--- src/rtl/gmc_pkg.sv ---
// Shared constants, codes and interface structs of the grid move collision clip block.
package gmc_pkg;

    localparam int MAX_CELLS_X = 256;
    localparam int MAX_CELLS_Y = 256;
    localparam int MAP_PITCH   = 256;
    localparam int PITCH_W     = $clog2(MAP_PITCH);
    localparam int MAP_AW      = 2 * PITCH_W;
    localparam int MAP_DEPTH   = MAP_PITCH * MAP_PITCH;

    localparam int CELL_LIM_X = (MAX_CELLS_X < MAP_PITCH) ? MAX_CELLS_X : MAP_PITCH;
    localparam int CELL_LIM_Y = (MAX_CELLS_Y < MAP_PITCH) ? MAX_CELLS_Y : MAP_PITCH;

    localparam int GRID_W   = 9;   // cells_x / cells_y register width
    localparam int PX_W     = 16;  // clamped pixel width
    localparam int FRAC_W   = 16;  // Q16.16 fraction bits
    localparam int POS_W    = PX_W + FRAC_W;
    localparam int COORD_W  = 18;  // signed pixel field width
    localparam int CSIZE_W  = 8;   // cell size width
    localparam int STEP_W   = POS_W - FRAC_W + 1;  // step count width
    localparam int WALK_W   = PITCH_W + FRAC_W;    // position bits inside the grid

    localparam int DIV_NUM_W = POS_W;
    localparam int DIV_DEN_W = STEP_W;

    localparam int CFG_IDX_W  = 3;
    localparam int CFG_DATA_W = 16;

    typedef enum logic [CFG_IDX_W-1:0] {
        CFG_MAP_PRESENT = 3'd0,
        CFG_MAP_WIDTH   = 3'd1,
        CFG_MAP_HEIGHT  = 3'd2,
        CFG_CELLS_X     = 3'd3,
        CFG_CELLS_Y     = 3'd4,
        CFG_CELL_W      = 3'd5,
        CFG_CELL_H      = 3'd6
    } cfg_idx_t;

    localparam logic CMD_QUERY = 1'b0;
    localparam logic CMD_WRITE = 1'b1;

    typedef struct packed {
        logic              wr_en;
        logic [MAP_AW-1:0] wr_addr;
        logic              wr_data;
        logic              rd_en;
        logic [MAP_AW-1:0] rd_addr;
    } map_req_t;

    typedef struct packed {
        logic                 start;
        logic [DIV_NUM_W-1:0] num;
        logic [DIV_DEN_W-1:0] den;
    } div_req_t;

    typedef struct packed {
        logic                 done;
        logic [DIV_NUM_W-1:0] quo;
    } div_rsp_t;

endpackage

--- src/rtl/gmc_divider.sv ---
// Restoring unsigned divider, one quotient bit per cycle.
module gmc_divider (
    input  logic              aclk,
    input  logic              aresetn,
    input  gmc_pkg::div_req_t req,
    output gmc_pkg::div_rsp_t rsp
);

    localparam int NW = gmc_pkg::DIV_NUM_W;
    localparam int DW = gmc_pkg::DIV_DEN_W;
    localparam int CW = $clog2(NW);

    logic          busy_reg;
    logic          done_reg;
    logic [CW-1:0] cnt_reg;
    logic [NW-1:0] quo_reg;
    logic [DW-1:0] rem_reg;
    logic [DW-1:0] den_reg;
    logic [DW:0]   trial;
    logic [DW:0]   diff;

    assign trial = {rem_reg, quo_reg[NW-1]};
    assign diff  = trial - {1'b0, den_reg};

    always_ff @(posedge aclk) begin
        if (!aresetn) begin
            busy_reg <= 1'b0;
            done_reg <= 1'b0;
            cnt_reg  <= '0;
        end else begin
            done_reg <= 1'b0;
            if (req.start) begin
                busy_reg <= 1'b1;
                cnt_reg  <= '0;
            end else if (busy_reg) begin
                cnt_reg <= cnt_reg + 1'b1;
                if (cnt_reg == CW'(NW - 1)) begin
                    busy_reg <= 1'b0;
                    done_reg <= 1'b1;
                end
            end
        end
    end

    always_ff @(posedge aclk) begin
        if (req.start) begin
            quo_reg <= req.num;
            rem_reg <= '0;
            den_reg <= req.den;
        end else if (busy_reg) begin
            if (!diff[DW]) begin
                rem_reg <= diff[DW-1:0];
                quo_reg <= {quo_reg[NW-2:0], 1'b1};
            end else begin
                rem_reg <= trial[DW-1:0];
                quo_reg <= {quo_reg[NW-2:0], 1'b0};
            end
        end
    end

    assign rsp.done = done_reg;
    assign rsp.quo  = quo_reg;

endmodule
--- config.mk ---
export PLATFORM = sky130hd
export DESIGN_NAME = gmc_divider
export DESIGN_NICKNAME = d
export VERILOG_FILES = /design/src/rtl/gmc_pkg.sv /design/src/rtl/gmc_divider.sv
export SDC_FILE = /design/constraint.sdc
export NUM_CORES = 1
export LEC_CHECK = 0
export BUFFER_PORTS_ARGS = -buffer_cell sky130_fd_sc_hd__buf_4
export CAP_MARGIN = 15
export CORE_UTILIZATION = 30
export DETAILED_ROUTE_END_ITERATION = 10
export PLACE_DENSITY = 0.56
export RECOVER_POWER = 100
export SYNTH_ARGS = -nofsm -noshare
export SYNTH_HDL_FRONTEND = slang
export SYNTH_SLANG_ARGS = --single-unit
--- constraint.sdc ---
create_clock -name aclk -period 2.5 [get_ports aclk]
set_clock_uncertainty 0.05 [all_clocks]
set_input_delay 0.25 -clock aclk [delete_from_list [all_inputs] [get_ports aclk]]
set_output_delay 0.25 -clock aclk [all_outputs]
set_load 0.005 [all_outputs]
# After elaboration in Yosys (flattened, before gate mapping)
# Cells that the tools add are included.
# W data, S select, Z words.
# op_classes
addsub	2
eq_ne	1
mux	8
n_bitwise	2
n_reduce_logical	3
# op_table
cell	n
$mux W32	2
$sub A18 B17 Y18	1
$mux W17	1
$add A5 B1 Y5 const B	1
$eq A5 B5 Y1 const B	1
$mux W1	5
$reduce_or A3 Y1	1
$not A1 Y1	2
$reduce_bool A2 Y1	1
$reduce_or A2 Y1	1
# totals
register_bits	73
input_bits	52
out_inout_bits	33

# Logic depth before layout (Yosys ltp)
# depth
word_depth	4
ltp_mapped	11

# Worst setup path before layout
# OpenSTA, ideal clock, no wires.
# synth_timing
path_kind	flip-flop to flip-flop
startpoint	register den_reg[12]
endpoint	register rem_reg[3]
setup_time_ps	91
arrival_ps	2226
t_required_ps	2359
path_slack_ps	133
stages_incl_launch_ff	12
path_buffers	2
period_less_slack_ps	2367
cell_sequence	edfxtp_1 inv_1 ha_1 buf_6 a21o_1 a31oi_2 o22ai_1 a211oi_4 xnor2_2 buf_2 nand2_1 a311oi_1
# synth_via
elab_chain_cells	2
# synth_lines
item	line	source
start: declaration	gmc_divider.sv:18	logic [DW-1:0] den_reg;
start signal: assignment	gmc_divider.sv:49	den_reg <= req.den;
$sub A18 B17 Y18	gmc_divider.sv:23	assign diff = trial - {1'b0, den_reg};
$mux W17	gmc_divider.sv:51	if (!diff[DW]) begin
end signal: assignment	gmc_divider.sv:52	rem_reg <= diff[DW-1:0];
end signal: assignment	gmc_divider.sv:55	rem_reg <= trial[DW-1:0];
end: declaration	gmc_divider.sv:17	logic [DW-1:0] rem_reg;
# Every way passes these cells.
# A chain may end at the register's enable or synchronous reset.

# Worst setup path after layout
# layout_timing
startpoint	register den_reg[12]
endpoint	register quo_reg[0], data pin
# layout_via
elab_chain_cells	4
# layout_lines
item	line	source
$sub A18 B17 Y18	gmc_divider.sv:23	
$mux W1	gmc_divider.sv:51	
$mux W32	gmc_divider.sv:50	end else if (busy_reg) begin
$mux W32	gmc_divider.sv:46	if (req.start) begin
end signal: assignment	gmc_divider.sv:47	quo_reg <= req.num;
end signal: assignment	gmc_divider.sv:53	quo_reg <= {quo_reg[NW-2:0], 1'b1};
end signal: assignment	gmc_divider.sv:56	quo_reg <= {quo_reg[NW-2:0], 1'b0};
end: declaration	gmc_divider.sv:16	logic [NW-1:0] quo_reg;
# Every way passes these cells. The select of a mux whose other input is x is not followed.

==> impl_metrics.env <==
export IMPL_async_reset_ff_frac=0
export IMPL_dp_hpwl_mm=6.23
export IMPL_ys_flop_type="edfxtp_1"
export IMPL_crit_start="den_reg[12]"
export IMPL_cts_buffer_depth=2
export IMPL_cts_tree="done"
export IMPL_core_area_mm2=0.0127
export IMPL_h_tree_depth=3
export IMPL_leakage_nw=2.19
export IMPL_ys_ff_latch=73
export IMPL_worst_r2r_cell_count=11
export IMPL_seqCellArea_mm2=0.00195
export IMPL_synth_top_area_share=0.376
export IMPL_synthesis_nets=426
export IMPL_antenna_found_initial=0
export IMPL_synth_top_family_by_area="compound AO/OA/AOI/OAI gates"
export IMPL_grt_max_degree=39
export IMPL_yosys_area_top_type="edfxtp_1"
export IMPL_combPwrFrac=0.242
export IMPL_dp_cells=614
export IMPL_whs_path_depth=1
export IMPL_first_pass_iters=4
export IMPL_yosys_warnings=0
export IMPL_p_sw_mw=1.04
export IMPL_largest_reg_flops=32
export IMPL_drv_slew=0
export IMPL_floorplan_die_width_um=116
export IMPL_start_util=0.309
export IMPL_critPathArrivalTime_ns=2.43
export IMPL_cts_buffers=9
export IMPL_drc=0
export IMPL_postLayoutCellArea_mm2=0.00531
export IMPL_reg2reg_slack_ns=0.1
export IMPL_dp_slack_ns=-0.0299
export IMPL_via_count=3043
export IMPL_finalWorstSetupSlack_ns=0.0994
export IMPL_postSynthCellCount=354
export IMPL_switching_share=0.275
export IMPL_synth_area_per_cell_um2=11.1
export IMPL_clkLatencyLatePin_ns=0.34
export IMPL_crit_path_end_kind="register"
export IMPL_area_growth_pct=35.6
export IMPL_holdCritPathClass="input port to register"
export IMPL_synthTopCellsByArea="edfxtp_1 (38%), dfxtp_1 (12%), mux2_2 (8.9%)"
export IMPL_wirelength_mm=8.84
export IMPL_rows=41
export IMPL_synth_enable_flop_cells=49
export IMPL_worst_setup_path_start_kind="register"
export IMPL_outcome="complete, no violations"
export IMPL_power_share_sequential=0.391
export IMPL_nets=530
export IMPL_ir_drop_uv=308
export IMPL_n_antenna_cell=0
export IMPL_grt_use_total=0.134
export IMPL_timing_rr_start="den_reg[12]"
export IMPL_synthSimpleGateAreaFrac=0.108
export IMPL_hold_viol=0
export IMPL_rsz0062_at_grt="yes"
export IMPL_die_area_mm2=0.0135
export IMPL_port_buffers=84
export IMPL_fin_cells=635
export IMPL_worst_pin_slew_ns=0.479
export IMPL_fillers=1255
export IMPL_synth_compound_area_share=0.136
export IMPL_initialDrtViolationCount=128
export IMPL_hp_start="req[4]"
export IMPL_slew_headroom=0.681
export IMPL_holdWs_ns=0.0490
export IMPL_final_layout_size_suffix_gt1_frac=0.400
export IMPL_syn_area_mm2=0.00391
export IMPL_cap_viol_max_count=0
export IMPL_place_area_mm2=0.00483
export IMPL_fmax_mhz=417
export IMPL_yosysUniqueCellTypes=52
export IMPL_worst_path_max_fanout=7
export IMPL_grt_ovfl_total=0
export IMPL_gp_congestion=0.810
export IMPL_grt_pass1_vias=2946
export IMPL_synth_mux_area_fraction=0.0943
export IMPL_cp_required_ns=2.53
export IMPL_p_clk_frac=0.367
export IMPL_finalCriticalPeriod_ns=2.40
export IMPL_period_share=0.960
export IMPL_intPower_mw=2.76
export IMPL_setup_viol_count_final=0
export IMPL_antenna_left=0
export IMPL_clkTransAtPathRegs_ns=0.06
export IMPL_die_y_um=116
export IMPL_critical_path_class="register to register"
export IMPL_seq_area_frac_synth=0.499
export IMPL_avgViaCountPerCell=4.79
export IMPL_cts_sinks=73
export IMPL_power_density_mw_per_mm2=717
export IMPL_grt_pass1_wl_mm=13.8
export IMPL_synth_fa_ha_area_frac=0.0659
export IMPL_multi_input_area_mm2=0.00188
export IMPL_yosys_area_share_xor_xnor=0.0486
export IMPL_clockRootBuffer="clkbuf_16"
export IMPL_io_pins=85
export IMPL_routedWlPerCell_um=13.9
-- power groups by stage --
stage,Combinational [mW],Sequential (mW),Clock [mW]
after detailed placement,0.839,1.51,0
after CTS,0.845,1.49,1.43
final,0.920,1.49,1.40
after global placement,0.828,1.51,0
after global routing,1.01,1.50,1.49
after floorplan,0.521,1.50,0
-- critical path: stages, from the launching register on --
cell	delay, ns
edfxtp_1	0.35
inv_1	0.06
ha_1	0.23
buf_4	0.17
nand4_1	0.12
nor2_2	0.08
a21o_1	0.19
a211oi_4	0.35
xnor2_2	0.19
buf_6	0.18
buf_4	0.12
o21ai_1	0.05
-- final cells by class --
type / instances / share of cell area
Clock buffer: 9 / 0.0424
Sequential cell: 73 / 0.368
Tap cell: 172 / 0.0405
Inverter: 24 / 0.0170
Clock inverter: 7 / 0.0177
Timing Repair Buffer: 112 / 0.161
Multi-Input combinational cell: 238 / 0.353
-- cell families (layout without fill, tap and decap cells) --
family          count (synthesis)  count (layout)
fa+ha+maj                      20              20
mux                            33              33
xor+xnor                       20              20
compound gates                 70              70
buf+inv                        43             152
flops                          73              73
simple gates                   95              95
-- metrics by stage --
stage	util	power (mW)	TNS (ns)
finish	0.419	3.80	0
global route	0.419	4.00	-0.0764
CTS	0.407	3.77	0
detailed placement	0.381	2.35	-0.0299
global placement	0.381	2.33	0
floorplan	-	2.02	0
-- synthesized netlist by cell type, types with 2 or more instances --
cell type / n
a31oi_1: 3
o2111ai_1: 4
a21oi_1: 13
inv_1: 24
a311oi_1: 12
mux2i_1: 2
a21oi_2: 2
buf_2: 4
nor2b_1: 3
nand4_1: 5
nor2_1: 26
xnor2_2: 2
o21a_1: 3
mux2_2: 31
xor2_1: 6
o21ai_0: 6
buf_6: 2
xnor2_1: 12
clkbuf_1: 11
a31oi_2: 2
dfxtp_1: 24
nor3_1: 2
nand2b_1: 3
o21ai_1: 3
nand4b_1: 2
and3_1: 4
ha_1: 19
a21o_1: 7
nand2_1: 45
edfxtp_1: 49
buf_4: 2
-- placed cells by master (no fill, tap or decap), types with 7 or more instances in the layout --
master,count
edfxtp_1,49
xnor2_1,12
buf_4,91
nor2_1,25
a21oi_1,11
ha_1,17
mux2_2,31
inv_1,24
clkbuf_16,9
a311oi_1,7
dfxtp_1,24
clkbuf_4,17
nand2_1,44
a21o_1,7
-- per-layer routing --
layer  vias up  track usage  share of wire
li1       1493            -              -
met4         0       0.0684          0.019
met3        13       0.0379          0.044
met2        67        0.207           0.48
met5         -            0              0
met1      1470        0.171           0.46
-- worst paths after layout --
check / to
worst max register to register: quo_reg[0]
worst min-delay path: den_reg[4]
worst max-delay path: quo_reg[0]
worst min register to register: rem_reg[12]
-- timing repair --
action                     CTS  global route
setup endpoints to repair   11            16
pin swaps                    1            11
hold buffers                 0             0
resized for setup            1            23
setup buffers                0             4
cloned                       0             1
Power figures use the tool's default switching activity.
